<file path="config.mk">
export PLATFORM = sky130hd
export DESIGN_NAME = wsfi_idx_div
export DESIGN_NICKNAME = d
export VERILOG_FILES = /design/src/wsfi_pkg.sv /design/src/wsfi_idx_div.sv
export SDC_FILE = /design/constraint.sdc
export NUM_CORES = 2
export LEC_CHECK = 0
export BUFFER_PORTS_ARGS = -buffer_cell sky130_fd_sc_hd__buf_2
export CORE_MARGIN = 10
export CORE_UTILIZATION = 59
export CTS_CLUSTER_DIAMETER = 120
export DETAILED_ROUTE_END_ITERATION = 6
export PLACE_DENSITY = 0.76
export RECOVER_POWER = 25
export SYNTH_ARGS = -nofsm -noshare
export SYNTH_HDL_FRONTEND = slang
export SYNTH_SLANG_ARGS = --single-unit
export TNS_END_PERCENT = 20
</file>
<file path="constraint.sdc">
create_clock -name clock -period 8.75 [get_ports clock]
set_clock_uncertainty 0.05 [all_clocks]
set_input_delay 1.75 -clock clock [delete_from_list [all_inputs] [get_ports clock]]
set_output_delay 1.75 -clock clock [all_outputs]
set_load 0.05 [all_outputs]
</file>
<file path="src/wsfi_pkg.sv">
// Shared types, constants and helpers for the wheel speed fault injector.
package wsfi_pkg;

   // Register indexes on the configuration port
   localparam logic [2:0] REG_MIN_SPEED         = 3'd0;
   localparam logic [2:0] REG_NOISE_GAIN        = 3'd1;
   localparam logic [2:0] REG_OUTLIER_THRESHOLD = 3'd2;
   localparam logic [2:0] REG_OUTLIER_SCALE     = 3'd3;
   localparam logic [2:0] REG_DROPOUT_THRESHOLD = 3'd4;
   localparam logic [2:0] REG_QUANT_BITS        = 3'd5;

   // rad/s to rpm, 1/1024 rad/s in, 1/16 rpm out, Q24
   localparam logic [21:0] RPM_K_Q24   = 22'd2503291;
   localparam int          QUANT_LIMIT = 64000;
   localparam int          QUANT_SPAN  = 2 * QUANT_LIMIT;

   // level index: t / 125 as (t * ceil(2^45 / 125)) >> 45, exact for t below 125 * 2^31
   localparam logic [38:0] IDX_RECIP   = 39'd281474976711;
   localparam int          IDX_SHIFT   = 45;
   // level value divider: quotient fits in 17 bits
   localparam int          LVL_STEPS   = 17;
   localparam logic [17:0] LVL_SCALE   = 18'(2 * QUANT_SPAN);

   typedef struct packed {
      logic signed [20:0] wheel_speed;
      logic signed [15:0] noise_sample;
      logic [15:0]        outlier_draw;
      logic [15:0]        sign_draw;
      logic [15:0]        dropout_draw;
   } req_type;

   typedef struct packed {
      logic signed [19:0] rpm_out;
      logic               dropped;
   } rsp_type;

   typedef struct packed {
      logic [19:0] min_speed;
      logic [15:0] noise_gain;
      logic [16:0] outlier_threshold;
      logic [15:0] outlier_scale;
      logic [16:0] dropout_threshold;
      logic [4:0]  quant_bits;
   } cfg_type;

   // Sideband that rides along the quantizer pipeline
   typedef struct packed {
      logic               qen;
      logic               dropped;
      logic signed [19:0] satv;
   } side_type;

   // number of quantizer levels minus one
   function automatic logic [30:0] lm1_of(input logic [4:0] bits);
      logic [31:0] full;
      full = (32'd1 << bits) - 32'd1;
      return full[30:0];
   endfunction

endpackage

</file>
<file path="src/wsfi_idx_div.sv">
// Level index: divide by 125 through a reciprocal multiply, three stages.
module wsfi_idx_div (
   input  logic               clock,
   input  logic               reset,
   input  logic               en,
   input  logic               in_valid,
   input  logic [37:0]        in_t,
   input  wsfi_pkg::side_type in_side,
   output logic               out_valid,
   output logic [30:0]        out_idx,
   output wsfi_pkg::side_type out_side
);
   import wsfi_pkg::*;

   // stage 1: four partial products of t times the reciprocal
   logic [18:0] th, tl, mh;
   logic [19:0] ml;
   logic [37:0] hh_ff, hh_in, lh_ff, lh_in;
   logic [38:0] hl_ff, hl_in, ll_ff, ll_in;
   logic        v1_ff;
   side_type    s1_ff;

   always_comb begin
      th = in_t[37:19];
      tl = in_t[18:0];
      mh = IDX_RECIP[38:20];
      ml = IDX_RECIP[19:0];
      hh_in = th * mh;
      hl_in = th * ml;
      lh_in = tl * mh;
      ll_in = tl * ml;
   end

   // stage 2: merge the cross terms
   logic [39:0] mid_ff, mid_in;
   logic [37:0] hh2_ff;
   logic [38:0] ll2_ff;
   logic        v2_ff;
   side_type    s2_ff;

   assign mid_in = {1'b0, hl_ff} + {1'b0, lh_ff, 1'b0};

   // stage 3: full product, keep the quotient bits
   logic [76:0] total;
   logic [30:0] q_ff, q_in;
   logic        v3_ff;
   side_type    s3_ff;

   always_comb begin
      total = {hh2_ff, 39'd0} + {18'd0, mid_ff, 19'd0} + {38'd0, ll2_ff};
      q_in = total[IDX_SHIFT+30:IDX_SHIFT];
   end

   // valid chain
   always_ff @(posedge clock) begin
      if (reset) begin
         v1_ff <= 1'b0;
         v2_ff <= 1'b0;
         v3_ff <= 1'b0;
      end else if (en) begin
         v1_ff <= in_valid;
         v2_ff <= v1_ff;
         v3_ff <= v2_ff;
      end
   end

   // payload registers
   always_ff @(posedge clock) begin
      if (en) begin
         hh_ff <= hh_in;
         hl_ff <= hl_in;
         lh_ff <= lh_in;
         ll_ff <= ll_in;
         s1_ff <= in_side;
         mid_ff <= mid_in;
         hh2_ff <= hh_ff;
         ll2_ff <= ll_ff;
         s2_ff <= s1_ff;
         q_ff <= q_in;
         s3_ff <= s2_ff;
      end
   end

   assign out_valid = v3_ff;
   assign out_idx = q_ff;
   assign out_side = s3_ff;

endmodule

</file>
**Word-level counts from Yosys, hierarchy flattened**

Cells that the tools add are included.

- Logic and storage cells: 27
- Bits in registers: 366
- Output and inout port bits: 54
- Input bits: 64

- Multiply operators: 4
- $add $sub $neg: 3

Operators by type and width:

| kind | count |
|---|---|
| 19-bit by 19-bit multiplier with 38-bit output (second input constant) | 3 |
| 76-bit by 38-bit adder with 76-bit output | 1 |
| 76-bit by 59-bit adder with 76-bit output | 1 |
| 38-bit by 39-bit adder with 40-bit output | 1 |
| 19-bit by 19-bit multiplier with 37-bit output (second input constant) | 1 |

**Longest topological paths before layout**

- Depth after elaboration: 2
- Depth in mapped cells: 23
- Mapped depth without buffers: 23

**Least setup slack after synthesis**

No wires, ideal clock.

- Kind: in2reg
- Start: in in_t[3]
- End: reg ll_ff[37] (data pin)
- Path buffers: 0
- Setup time: 0.260 ns
- Data arrival time: 6.865 ns
- Stages on the path: 22
- Required time: 8.440 ns
- Slack: 1.575 ns
- Path through: inv_1 fa_1 inv_1 fa_1 fa_1 inv_1 fa_1 inv_1 fa_1 inv_1 fa_1 inv_1 ha_1 and4_1 nand3_1 a211o_1 a31oi_1 o211a_1 o211ai_1 a21oi_1 a21oi_1 xnor2_1

- Longest elaborated chain between the ends: 1

Ends and longest elaborated chain:

| element | line | source |
|---|---|---|
| start, declared | wsfi_idx_div.sv:7 | `input logic [37:0] in_t,` |
| 19-bit by 19-bit multiplier with 38-bit output | wsfi_idx_div.sv:31 | `ll_in = tl * ml;` |
| net ll_in[37] | wsfi_idx_div.sv:19 | `logic [38:0] hl_ff, hl_in, ll_ff, ll_in;` |
| end signal, assigned | wsfi_idx_div.sv:73 | `ll_ff <= ll_in;` |
| end, declared | wsfi_idx_div.sv:19 |  |

The timed path passes the listed nets, and every way through them passes these cells.
A chain may end at the register's enable or synchronous reset.

**Worst setup path after layout**

- Start: in in_t[0]
- End: reg ll_ff[35] (data pin)

Same word-level chain as after synthesis.

==> results.md <==
- Slew Limit Headroom: -177%
- Clock transition at the registers of the reported paths: 0.06 ns
- Critical path arrival: 7.81 ns
- Gpl congestion: 1.00
- Via count: 22,600
- Final hold vios: 0
- CTS sink count: 325
- Post-layout minimum cycle time: 7.57 ns
- Final setup viols: 0
- CP Capture Type: register
- Initial DRC count: 1,726
- Required @ worst endpoint: 8.99 ns
- Share of layout cells above drive strength 1: 5.83%
- Reg-to-reg endpoint: mid_ff[35]
- H-tree depth: 2
- Post-synthesis sequential area ratio: 28.2%
- Netlist cell types: 65
- Final Cycle Share: 86.5%
- 1st-pass router iterations: 5
- Post-synthesis cell count: 3,078
- Mean Syn Cell Area: 11.2 µm²
- NumNets Final: 4,293
- Total grt overflow: 0
- Post-synthesis net count: 4,141
- Setup TNS: 0 ns
- PortBufs: 117
- Synthesis Warnings: 0
- Initial antenna violation count: 3
- Hold Path Class: register to register
- Multi-input gate area: 22,000 µm²
- CP Max Fanout: 10
- Gr usage total: 25.5%
- Vias in the first global route: 23,400
- Worst Path Class, Setup: input pin to register
- Die area: 68,600 µm²
- Hold depth: 0
- Core Region: 57,800 µm²
- Total CTS buffers: 36
- Dominant synthesized flop cell: edfxtp_1
- CP Launch Type: input pin
- Number of max-cap violations: 1
- Io pins: 118
- Fmax: 0.132 GHz
- Outcome: finished with violations
- Pin count of the biggest net entering global routing: 177
- Post-DP HPWL: 72,700 µm
- Synth top area cells: edfxtp_1 (28%), fa_1 (24%), ha_1 (21%)
- Yosys top cell by area: edfxtp_1
- Hold Buf Count CTS: 0
- Failing checks: max-capacitance violations, max-slew violations
- Vias per cell: 5.61
- Area Overhead vs Synth: 7.97%
- Post-synth EDFFs: 322
- CTS max path bufs: 3
- Antenna diodes: 0
- Detailed Route WL: 85,300 µm
- Placement Rows: 88
- Cells resized by post-CTS repair: 0
- Worst-skew pair later-pin latency: 0.59 ns
- Hold_sp: hh_ff[15]
- WL/cell: 21.2 µm
- Mapped cell area: 34,500 µm²
- R2r worst-path depth: 12
- Yosys reg bits: 325
- Initial Util: 59.7%
- Worst slew pin tran: 4.16 ns
- Hold endpoint: hh2_ff[15]
- Final antenna-violating net count: 0
- CTS tree: done
- Fillers: 4,505
- Die H: 262 µm
- First-pass GRT wire length: 133,000 µm
- Post-synth top area share: 28.0%
- RSZ-0062 raised after global routing: false
- Post-synthesis async set-or-reset flop share: 0%
- FF-to-FF setup slack: 4.79 ns
- Reg2reg start: lh_ff[1]
- DRC viols: 0
- Max-slew violations: 80
- Storage element area: 9730 µm²
- Die Span X: 262 µm
- Setup Buffers After CTS: 0
- Root Buffer: clkbuf_16
sequential cells by signal, indices dropped and copies added, names as in the netlist, 22 cells and up:
name	count
mid_ff	40
lh_ff	38
hh_ff	37
hh2_ff	36
hl_ff	36
out_idx	31
out_side	22
s1_ff	22
s2_ff	22
stage by stage:
stage | hold slack (ns) | instances | worst slack, ns | area, µm² | util (%)
after floorplan | 0.350 | 3078 | 1.58 | 34500 | -
after global placement | 0.351 | 3957 | 0.804 | 36100 | 62.4
after detailed placement | 0.355 | 3957 | 0.691 | 36100 | 62.4
after CTS | 0.340 | 4022 | 1.26 | 37300 | 64.5
after global routing | 0.348 | 4022 | 0.863 | 37300 | 64.5
final | 0.346 | 4022 | 1.18 | 37300 | 64.5
cells by family (layout without fill, tap and decap cells):
group	count (synthesis)	count (layout)	synth area share (%)
AO/OA/AOI/OAI	490	490	9.28
XOR/XNOR	171	171	4.34
adder cells (fa/ha/maj)	999	999	45.1
buffers and inverters	744	923	8.10
flip-flops	325	325	28.2
multiplexers	4	4	0.116
AND/OR/NAND/NOR	345	345	4.88
worst max path at each step:
| stage | start | endpoint | slack [ns] |
|---|---|---|---|
| 2_1_floorplan | in_t[3] | ll_ff[37] | 1.58 |
| 3_3_place_gp | in_t[5] | ll_ff[37] | 0.80 |
| 3_5_place_dp | in_t[10] | ll_ff[35] | 0.69 |
| 4_1_cts | in_t[10] | ll_ff[35] | 1.26 |
| 5_1_grt | in_t[5] | ll_ff[33] | 0.86 |
| 6_report | in_t[0] | ll_ff[35] | 1.18 |
per-layer routing:
layer	global-route usage (%)	routed length, µm
met5	0	0
met2	37.5	37000
met4	4.62	1390
met1	38.1	40100
met3	5.97	6820
critical path, cell delays in order:
cell      delay (ns)
clkbuf_1        0.57
ha_1            0.45
ha_1            0.34
inv_1           0.06
fa_1            0.50
inv_1           0.07
fa_1            0.51
fa_1            0.55
inv_1           0.06
fa_1            0.54
inv_1           0.04
ha_1            0.32
a211oi_1        0.21
nand2_1         0.10
a211oi_1        0.30
a211o_1         0.21
a31oi_1         0.16
o211a_1         0.30
o211ai_1        0.29
nand3b_1        0.17
a21oi_1         0.21
xnor2_1         0.09
synthesized netlist by cell type (all sizes together), types with 19 or more instances:
| cell type | number |
|---|---|
| a21oi | 142 |
| inv | 734 |
| nand2b | 21 |
| xor2 | 44 |
| edfxtp | 322 |
| xnor2 | 127 |
| and3 | 21 |
| o21ai | 89 |
| nand4 | 19 |
| nand2 | 75 |
| ha | 591 |
| nand3 | 34 |
| a21o | 106 |
| nor2 | 93 |
| nor3 | 23 |
| fa | 408 |
cell type report:
class,count,share of cell area (%)
Inverter,734,7.39
Tap cell,765,2.57
Clock inverter,19,0.638
Sequential cell,325,26.1
Multi-Input combinational cell,2009,59.0
Clock buffer,46,2.55
Timing Repair Buffer,124,1.74
cells in the final DEF, fill, tap and decap left out, types with 13 or more instances in the layout:
cell       instances
inv_1            734
ha_1             591
fa_1             408
edfxtp_1         322
a21oi_1          142
xnor2_1          127
buf_2            114
a21o_1           106
nor2_1            93
o21ai_0           76
nand2_1           75
xor2_1            44
clkbuf_16         36
nand3_1           34
nor3_1            23
and3_1            21
nand2b_1          21
nand4_1           19
o21a_1            18
o21bai_1          17
nor2b_1           16
a31oi_1           15
or3_1             13
o21ai_1           13
Power is not shown: default switching activity piles up to over one toggle a cycle in this logic, so the estimate is an artifact.
