$ cat src/wsfi_pkg.sv
// Shared types, constants and helpers for the wheel speed fault injector.
package wsfi_pkg;

   // Register indexes on the configuration port
   localparam logic [2:0] REG_MIN_SPEED         = 3'd0;
   localparam logic [2:0] REG_NOISE_GAIN        = 3'd1;
   localparam logic [2:0] REG_OUTLIER_THRESHOLD = 3'd2;
   localparam logic [2:0] REG_OUTLIER_SCALE     = 3'd3;
   localparam logic [2:0] REG_DROPOUT_THRESHOLD = 3'd4;
   localparam logic [2:0] REG_QUANT_BITS        = 3'd5;

   // rad/s to rpm, 1/1024 rad/s in, 1/16 rpm out, Q24
   localparam logic [21:0] RPM_K_Q24   = 22'd2503291;
   localparam int          QUANT_LIMIT = 64000;
   localparam int          QUANT_SPAN  = 2 * QUANT_LIMIT;

   // level index: t / 125 as (t * ceil(2^45 / 125)) >> 45, exact for t below 125 * 2^31
   localparam logic [38:0] IDX_RECIP   = 39'd281474976711;
   localparam int          IDX_SHIFT   = 45;
   // level value divider: quotient fits in 17 bits
   localparam int          LVL_STEPS   = 17;
   localparam logic [17:0] LVL_SCALE   = 18'(2 * QUANT_SPAN);

   typedef struct packed {
      logic signed [20:0] wheel_speed;
      logic signed [15:0] noise_sample;
      logic [15:0]        outlier_draw;
      logic [15:0]        sign_draw;
      logic [15:0]        dropout_draw;
   } req_type;

   typedef struct packed {
      logic signed [19:0] rpm_out;
      logic               dropped;
   } rsp_type;

   typedef struct packed {
      logic [19:0] min_speed;
      logic [15:0] noise_gain;
      logic [16:0] outlier_threshold;
      logic [15:0] outlier_scale;
      logic [16:0] dropout_threshold;
      logic [4:0]  quant_bits;
   } cfg_type;

   // Sideband that rides along the quantizer pipeline
   typedef struct packed {
      logic               qen;
      logic               dropped;
      logic signed [19:0] satv;
   } side_type;

   // number of quantizer levels minus one
   function automatic logic [30:0] lm1_of(input logic [4:0] bits);
      logic [31:0] full;
      full = (32'd1 << bits) - 32'd1;
      return full[30:0];
   endfunction

endpackage

$ cat src/wsfi_front.sv
// Error chain and rpm conversion: seven pipeline stages up to the quantizer prescale.
module wsfi_front (
   input  logic              clock,
   input  logic              reset,
   input  logic              en,
   input  wsfi_pkg::cfg_type cfg,
   input  logic              in_valid,
   input  wsfi_pkg::req_type in_data,
   output logic              out_valid,
   output logic [37:0]       out_t,
   output wsfi_pkg::side_type out_side
);
   import wsfi_pkg::*;

   logic [6:0] v_ff, v_in;

   // stage A: cutoff, noise product, draw compares
   logic [20:0]        mag0;
   logic signed [20:0] a_m_ff, a_m_in;
   logic signed [32:0] a_p_ff, a_p_in;
   logic a_out_ff, a_out_in, a_neg_ff, a_neg_in, a_drop_ff, a_drop_in;

   always_comb begin
      mag0 = in_data.wheel_speed[20] ? (~in_data.wheel_speed + 21'd1) : in_data.wheel_speed;
      a_m_in = (mag0 < {1'b0, cfg.min_speed}) ? '0 : in_data.wheel_speed;
      a_p_in = $signed({1'b0, cfg.noise_gain}) * in_data.noise_sample;
      a_out_in = {1'b0, in_data.outlier_draw} < cfg.outlier_threshold;
      a_neg_in = ~in_data.sign_draw[15];
      a_drop_in = {1'b0, in_data.dropout_draw} < cfg.dropout_threshold;
   end

   // stage B: round noise, add
   logic signed [32:0] psum;
   logic signed [21:0] b_m_ff, b_m_in;
   logic b_out_ff, b_neg_ff, b_drop_ff;

   always_comb begin
      psum = a_p_ff + 33'sd2048;
      b_m_in = {a_m_ff[20], a_m_ff} + {psum[32], psum[32:12]};
   end

   // stage C: outlier product
   logic [21:0]        mag1;
   logic [37:0]        c_prod_ff, c_prod_in;
   logic signed [21:0] c_m_ff;
   logic c_out_ff, c_neg_ff, c_drop_ff;

   always_comb begin
      mag1 = b_m_ff[21] ? (~b_m_ff + 22'd1) : b_m_ff;
      c_prod_in = cfg.outlier_scale * mag1;
   end

   // stage D: apply outlier and dropout
   logic [37:0]        dsum;
   logic signed [31:0] mext, dext;
   logic signed [31:0] d_m_ff, d_m_in;
   logic d_drop_ff;

   always_comb begin
      dsum = c_prod_ff + 38'd128;
      mext = {{10{c_m_ff[21]}}, c_m_ff};
      dext = {2'b00, dsum[37:8]};
      d_m_in = mext;
      if (c_out_ff) begin
         d_m_in = c_neg_ff ? (mext - dext) : (mext + dext);
      end
      if (c_drop_ff) begin
         d_m_in = '0;
      end
   end

   // stage E: rpm product
   logic signed [54:0] e_prod_ff, e_prod_in;
   logic e_drop_ff;

   assign e_prod_in = d_m_ff * $signed({1'b0, RPM_K_Q24});

   // stage F: round to 1/16 rpm
   logic signed [54:0] esum;
   logic signed [30:0] f_rpm_ff, f_rpm_in;
   logic f_drop_ff;

   always_comb begin
      esum = e_prod_ff + 55'sd8388608;
      f_rpm_in = esum[54:24];
   end

   // stage G: saturate, clamp and prescale for the level index
   logic signed [17:0] cq, xs;
   logic [5:0]         sh;
   logic [48:0]        n1;
   logic [37:0]        g_t_ff, g_t_in;
   side_type           g_side_ff, g_side_in;

   always_comb begin
      priority if (f_rpm_ff > 31'sd64000) begin
         cq = 18'sd64000;
      end else if (f_rpm_ff < -31'sd64000) begin
         cq = -18'sd64000;
      end else begin
         cq = f_rpm_ff[17:0];
      end
      xs = cq + 18'sd64000;
      sh = {1'b0, cfg.quant_bits} + 6'd1;
      n1 = ({32'd0, xs[16:0]} << sh) - ({32'd0, xs[16:0]} << 1) + 49'(QUANT_SPAN);
      g_t_in = n1[48:11];
      priority if (f_rpm_ff > 31'sd524287) begin
         g_side_in.satv = 20'sh7FFFF;
      end else if (f_rpm_ff < -31'sd524288) begin
         g_side_in.satv = -20'sd524288;
      end else begin
         g_side_in.satv = f_rpm_ff[19:0];
      end
      g_side_in.qen = cfg.quant_bits != '0;
      g_side_in.dropped = f_drop_ff;
   end

   // valid chain
   assign v_in = {v_ff[5:0], in_valid};

   always_ff @(posedge clock) begin
      if (reset) begin
         v_ff <= '0;
      end else if (en) begin
         v_ff <= v_in;
      end
   end

   // payload registers
   always_ff @(posedge clock) begin
      if (en) begin
         a_m_ff <= a_m_in;
         a_p_ff <= a_p_in;
         a_out_ff <= a_out_in;
         a_neg_ff <= a_neg_in;
         a_drop_ff <= a_drop_in;
         b_m_ff <= b_m_in;
         b_out_ff <= a_out_ff;
         b_neg_ff <= a_neg_ff;
         b_drop_ff <= a_drop_ff;
         c_prod_ff <= c_prod_in;
         c_m_ff <= b_m_ff;
         c_out_ff <= b_out_ff;
         c_neg_ff <= b_neg_ff;
         c_drop_ff <= b_drop_ff;
         d_m_ff <= d_m_in;
         d_drop_ff <= c_drop_ff;
         e_prod_ff <= e_prod_in;
         e_drop_ff <= d_drop_ff;
         f_rpm_ff <= f_rpm_in;
         f_drop_ff <= e_drop_ff;
         g_t_ff <= g_t_in;
         g_side_ff <= g_side_in;
      end
   end

   assign out_valid = v_ff[6];
   assign out_t = g_t_ff;
   assign out_side = g_side_ff;

endmodule

$ cat config.mk
export PLATFORM = sky130hd
export DESIGN_NAME = wsfi_front
export DESIGN_NICKNAME = d
export VERILOG_FILES = /design/src/wsfi_pkg.sv /design/src/wsfi_front.sv
export SDC_FILE = /design/constraint.sdc
export NUM_CORES = 2
export LEC_CHECK = 0
export BUFFER_PORTS_ARGS = -buffer_cell sky130_fd_sc_hd__buf_2
export CORE_UTILIZATION = 50
export DETAILED_ROUTE_END_ITERATION = 8
export HOLD_SLACK_MARGIN = 0.05
export MAX_ROUTING_LAYER = met4
export PLACE_DENSITY = 0.67
export SLEW_MARGIN = 20
export SYNTH_ARGS = -nofsm -noshare
export SYNTH_HDL_FRONTEND = slang
export SYNTH_SLANG_ARGS = --single-unit
$ cat constraint.sdc
create_clock -name clock -period 18.5 [get_ports clock]
set_clock_uncertainty 0.15 [all_clocks]
set_input_delay 0.925 -clock clock [delete_from_list [all_inputs] [get_ports clock]]
set_output_delay 0.925 -clock clock [all_outputs]
set_load 0.02 [all_outputs]
[Word-level counts from Yosys, hierarchy flattened]
Index checks and enable logic that the tools add are counted.
Operators by class
  $add $sub $neg: 12
  multiply operators: 3
  $lt $le $gt $ge: 7
  shift-type cells: 1
  muxes and demuxes: 7
  bitwise logic cells: 3
  reduce and logical (&&, ||, !) cells: 1
Operators with widths (count)
  two-way mux 32 bit: 2
  adder 55 x 25 -> 55 bit (second input constant): 1
  multiplier 32 x 23 -> 55 bit (second input constant): 1
  adder 49 x 17 -> 49 bit (second input constant): 1
  left shift 17 x 6 -> 49 bit: 1
  subtractor 49 x 18 -> 49 bit: 1
  adder 38 x 8 -> 38 bit (second input constant): 1
  multiplier 16 x 22 -> 38 bit: 1
  less-than comparator 16 x 17 -> 1 bit: 2
  two-way mux 17 bit: 2
  adder 33 x 13 -> 33 bit (second input constant): 1
  multiplier 17 x 16 -> 33 bit: 1
  adder 22 x 31 -> 32 bit: 1
  subtractor 22 x 31 -> 32 bit: 1
  > comparator 31 x 17 -> 1 bit (second input constant): 1
  > comparator 31 x 20 -> 1 bit (second input constant): 1
  less-than comparator 31 x 17 -> 1 bit (second input constant): 1
  less-than comparator 31 x 20 -> 1 bit (second input constant): 1
  adder 21 x 21 -> 22 bit: 1
  adder 22 x 1 -> 22 bit (second input constant): 1
  two-way mux 22 bit: 1
  NOT 22 bit: 1
  adder 21 x 1 -> 21 bit (second input constant): 1
  less-than comparator 21 x 20 -> 1 bit: 1
  7 further kinds: 7
Word-level totals
  register bits after elaboration: 333
  input port bits: 180
  output and inout bits: 61
  word-level logic and storage cells: 59

[Longest topological paths before layout]
  depth after elaboration: 7
  mapped depth: 33
  depth with buffers taken out: 31

[Worst setup path before layout]
OpenSTA, ideal clock, no wires.
  path type: reg2reg
  from: register b_m_ff[4]
  to: register c_prod_ff[37] (data pin)
  library setup time: 0.260 ns
  arrival: 7.460 ns
  data required time: 18.090 ns
  setup slack: 10.630 ns
  stages on the path, launching flop included: 32
  path buffers: 1
  period minus slack after synthesis: 7.870 ns
  cell sequence: edfxtp_1 > or4_1 > nor4_1 > nand2_1 > or3_1 > o31ai_1 > xnor2_1 > buf_2 > nand2_1 > fa_1 > inv_1 > fa_1 > fa_1 > inv_1 > fa_1 > inv_1 > fa_1 > inv_1 > fa_1 > inv_1 > ha_1 > a21o_1 > a21o_1 > a21oi_1 > o21bai_1 > a21o_1 > a21oi_1 > nand2b_1 > o211ai_1 > a31o_2 > a21oi_1 > xnor2_1
Between the ends
  word-level cells in the longest chain between the ends: 4
RTL lines
  from (decl): line wsfi_front.sv:34  | logic signed [21:0] b_m_ff, b_m_in;
  from (signal assigned): line wsfi_front.sv:137  | b_m_ff <= b_m_in;
  NOT 22 bit: line wsfi_front.sv:49  | mag1 = b_m_ff[21] ? (~b_m_ff + 22'd1) : b_m_ff;
  adder 22 x 1 -> 22 bit: line wsfi_front.sv:49
  two-way mux 22 bit *: line wsfi_front.sv:49
  multiplier 16 x 22 -> 38 bit *: line wsfi_front.sv:50  | c_prod_in = cfg.outlier_scale * mag1;
  named net c_prod_in[37]: line wsfi_front.sv:44  | logic [37:0] c_prod_ff, c_prod_in;
  to (signal assigned): line wsfi_front.sv:141  | c_prod_ff <= c_prod_in;
  to (decl): line wsfi_front.sv:44
Mark *: on every way through the listed nets, which the timed path passes. The rest lies on a longest branch.
A chain may end at the register's enable or synchronous reset.

[Worst setup path in the final report]
  from: register b_m_ff[6]
  to: register c_prod_ff[37] (data pin)
Same word-level chain as after synthesis.

==> metrics.md <==
| Metric | Value |
|---|---|
| Initial DRC count | a little under 2,000 |
| # rows | ~120 |
| Final Slew Violations | 0 |
| Initial Util | about half |
| CTS tree | yes |
| Max Cap Viol | 0 |
| # DRC | 0 |
| CP Launch Point | b_m_ff[6] |
| Worst hold slack | 261.6 ps |
| Vias in the first global route | 38,800 |
| Reg-to-Reg Start | b_m_ff[6] |
| R2R Setup Slk | between 9000 and 10,000 ps |
| Hpwl dp | between 90,000 and 100,000 um |
| Setup TNS | 0 ps |
| Outcome | completed |
| Launching element type of the critical path | flip-flop |
| Pre-antenna DRT Iters | 5 |
| Crit path top cell by count | fa_1 |
| Deepest clock path buffer count | 3 |
| H-tree depth | 2 |
| CP Class | reg2reg |
| Area growth from synthesis to final layout | 7.439% |
| NumNets Final | 7,219 |
| Worst slew pin tran | approximately 1100 ps |
| Post-Syn Area | 52,210 sq um |
| Gpl congestion | between 0.9 and 1 |
| Ys async rst share | 0% |
| Crit path max fanout | 16 |
| Boundary Pins | approximately 240 |
| Clock edge transition at the registers on the reported setup and hold paths | around 60 ps |
| Antenna violations before repair | 2 |
| Register area share after synthesis | roughly 17% |
| WP data arrival | 9060 ps |
| Number of synthesized flops with an enable pin | about 290 |
| Synthesis-stage register bit count | slightly below 300 |
| Vias after detailed routing | between 30,000 and 40,000 |
| Overflow after GRT | 0 |
| Total GRT Usage | a little under a quarter |
| WP data required | ~19,000 ps |
| Syn_area_per_cell | 9.534 sq um |
| Clk_lat worst skew | ~560 ps |
| DRT antenna net count | 0 |
| Min cycle time layout | just under 9000 ps |
| Die ar. | around 110,000 sq um |
| Clock Tree Root | clkbuf_16 |
| Mapped Nets | slightly above 7,000 |
| Final Hold Viols | 0 |
| # hold bufs at CTS | 0 |
| Routed len/inst | 16.98 um |
| Via-per-instance ratio | roughly 5.3 |
| Most frequent cells in the layout | inv_1, fa_1, ha_1, nand2_1, edfxtp_1 |
| Syn Inst Count | 5,476 |
| Final setup violation count | 0 |
| Die W | between 300 and 400 um |
| Die Y-Extent | ~330 um |
| RSZ-0062 raised after global routing | false |
| Max stage delay on crit path | around 810 ps |
| # resized after CTS | 0 |
| Setup bufs post-CTS | 0 |
| Main synth FF type | edfxtp_1 |
| Final Cycle Share | between 40% and 50% |
| Layout cells sized above 1 | 7.349% |
| Pin count of the biggest net entering global routing | 106 |
| Distinct cells, synth | between 100 and 150 |
| Core region area | a little over 100,000 sq um |
| Worst min-delay path class | reg2reg |
| Num CTS Buffers | 36 |
| CP max-delay cell | xor2_2 |
| Filler cells | 9,278 |
| Routed WL | roughly 120,000 um |
| CP Capture Type | flip-flop |
| Worst hold start | a_drop_ff |
| Global-route wire length before repair | between 150,000 and 200,000 um |
| Port Buf Inserts | around 230 |
| Fmax | between 100 and 150 MHz |
| Normalized max-slew margin | a little over a quarter |
| Clk sinks | 292 |
| Syn. warnings | 0 |
| Most common cell after layout, fill and taps aside | inv_1 |
## per-layer routing
| layer | vias up | part of all wire (%) | global-route usage (%) |
|---|---|---|---|
| met1 | 18228 | 42 | 29.55 |
| met2 | 816 | 51 | 42.01 |
| li1 | 17710 | - | - |
| met3 | 174 | 4.5 | 2.146 |
| met4 | 0 | 2.6 | 6.030 |
| met5 | - | 0 | - |
## cell usage after synthesis (all sizes together) (96+ instances only)
| cell | number | area, sq um |
|---|---|---|
| nor2 | 239 | 909.6 |
| clkbuf | 129 | 484.2 |
| xnor2 | 216 | 1899 |
| nand2 | 504 | 1897 |
| a21oi | 160 | 815.8 |
| xor2 | 96 | 840.8 |
| inv | 1218 | 4572 |
| edfxtp | 285 | 8558 |
| o21ai | 100 | 508.0 |
| fa | 784 | 15700 |
| ha | 636 | 7958 |
| and2 | 259 | 1620 |
## layout make-up
class	instances	area [sq um]	share of cell area, %
Multi-Input combinational cell	3816	38440	68.53
Timing Repair Buffer	254	1354	2.414
Sequential cell	292	8698	15.51
Clock inverter	21	336.6	0.6001
Inverter	1219	4576	8.158
Clock buffer	45	955.9	1.704
Antenna cell	2	5.005	0.008923
Tap cell	1380	1727	3.078
## cell families (layout without fill, tap and decap cells)
group                      Yosys count  count (layout)  synth area share, %
other                                0               2                    0
muxes                               54              54                1.184
AOI/OAI and AO/OA                  640             640                8.472
adders and majority gates         1420            1420                45.31
and+or+nand+nor                   1390            1390                13.25
DFF                                292             292                16.66
xor gates and xnor gates           312             312                5.249
buffers and inverters             1368            1539                9.881
## through the flow
stage	area, sq um	setup WS (ps)	instances	util [%]
floorplan	52210	10630	5476	-
global placement	54780	9710	6961	52.93
detailed placement	54780	9659	6961	52.93
CTS	56080	9594	7027	54.18
global route	56090	9086	7029	54.20
finish	56090	9595	7029	54.20
## flip-flops by register name, indices dropped and copies added (netlist names)
name,cells
e_drop_ff,1
b_drop_ff,1
f_drop_ff,1
b_out_ff,1
a_m_ff,21
c_drop_ff,1
d_m_ff,32
c_out_ff,1
a_p_ff,22
out_side,22
a_out_ff,1
c_neg_ff,1
c_prod_ff,31
a_neg_ff,1
v_ff,7
b_m_ff,22
a_drop_ff,1
e_prod_ff,32
f_rpm_ff,31
c_m_ff,22
out_t,38
b_neg_ff,1
d_drop_ff,1
## worst paths after layout
kind | to | cells after the start
setup reg to reg | c_prod_ff[37] | 30
setup / recovery | c_prod_ff[37] | 30
hold / removal | b_drop_ff | 0
hold reg to reg | b_drop_ff | 0
## worst max-delay path, delay by kind of cell, from the launching register on
| family | cells | cell delay [ps] |
|---|---|---|
| DFF | 1 | 540 |
| buffers and inverters | 5 | 260 |
| and+or+nand+nor | 6 | 1600 |
| AOI/OAI and AO/OA | 10 | 2000 |
| xor gates and xnor gates | 2 | 900 |
| adders and majority gates | 7 | 3150 |
Power is not shown: default switching activity piles up to over one toggle a cycle in this logic, so the estimate is an artifact.
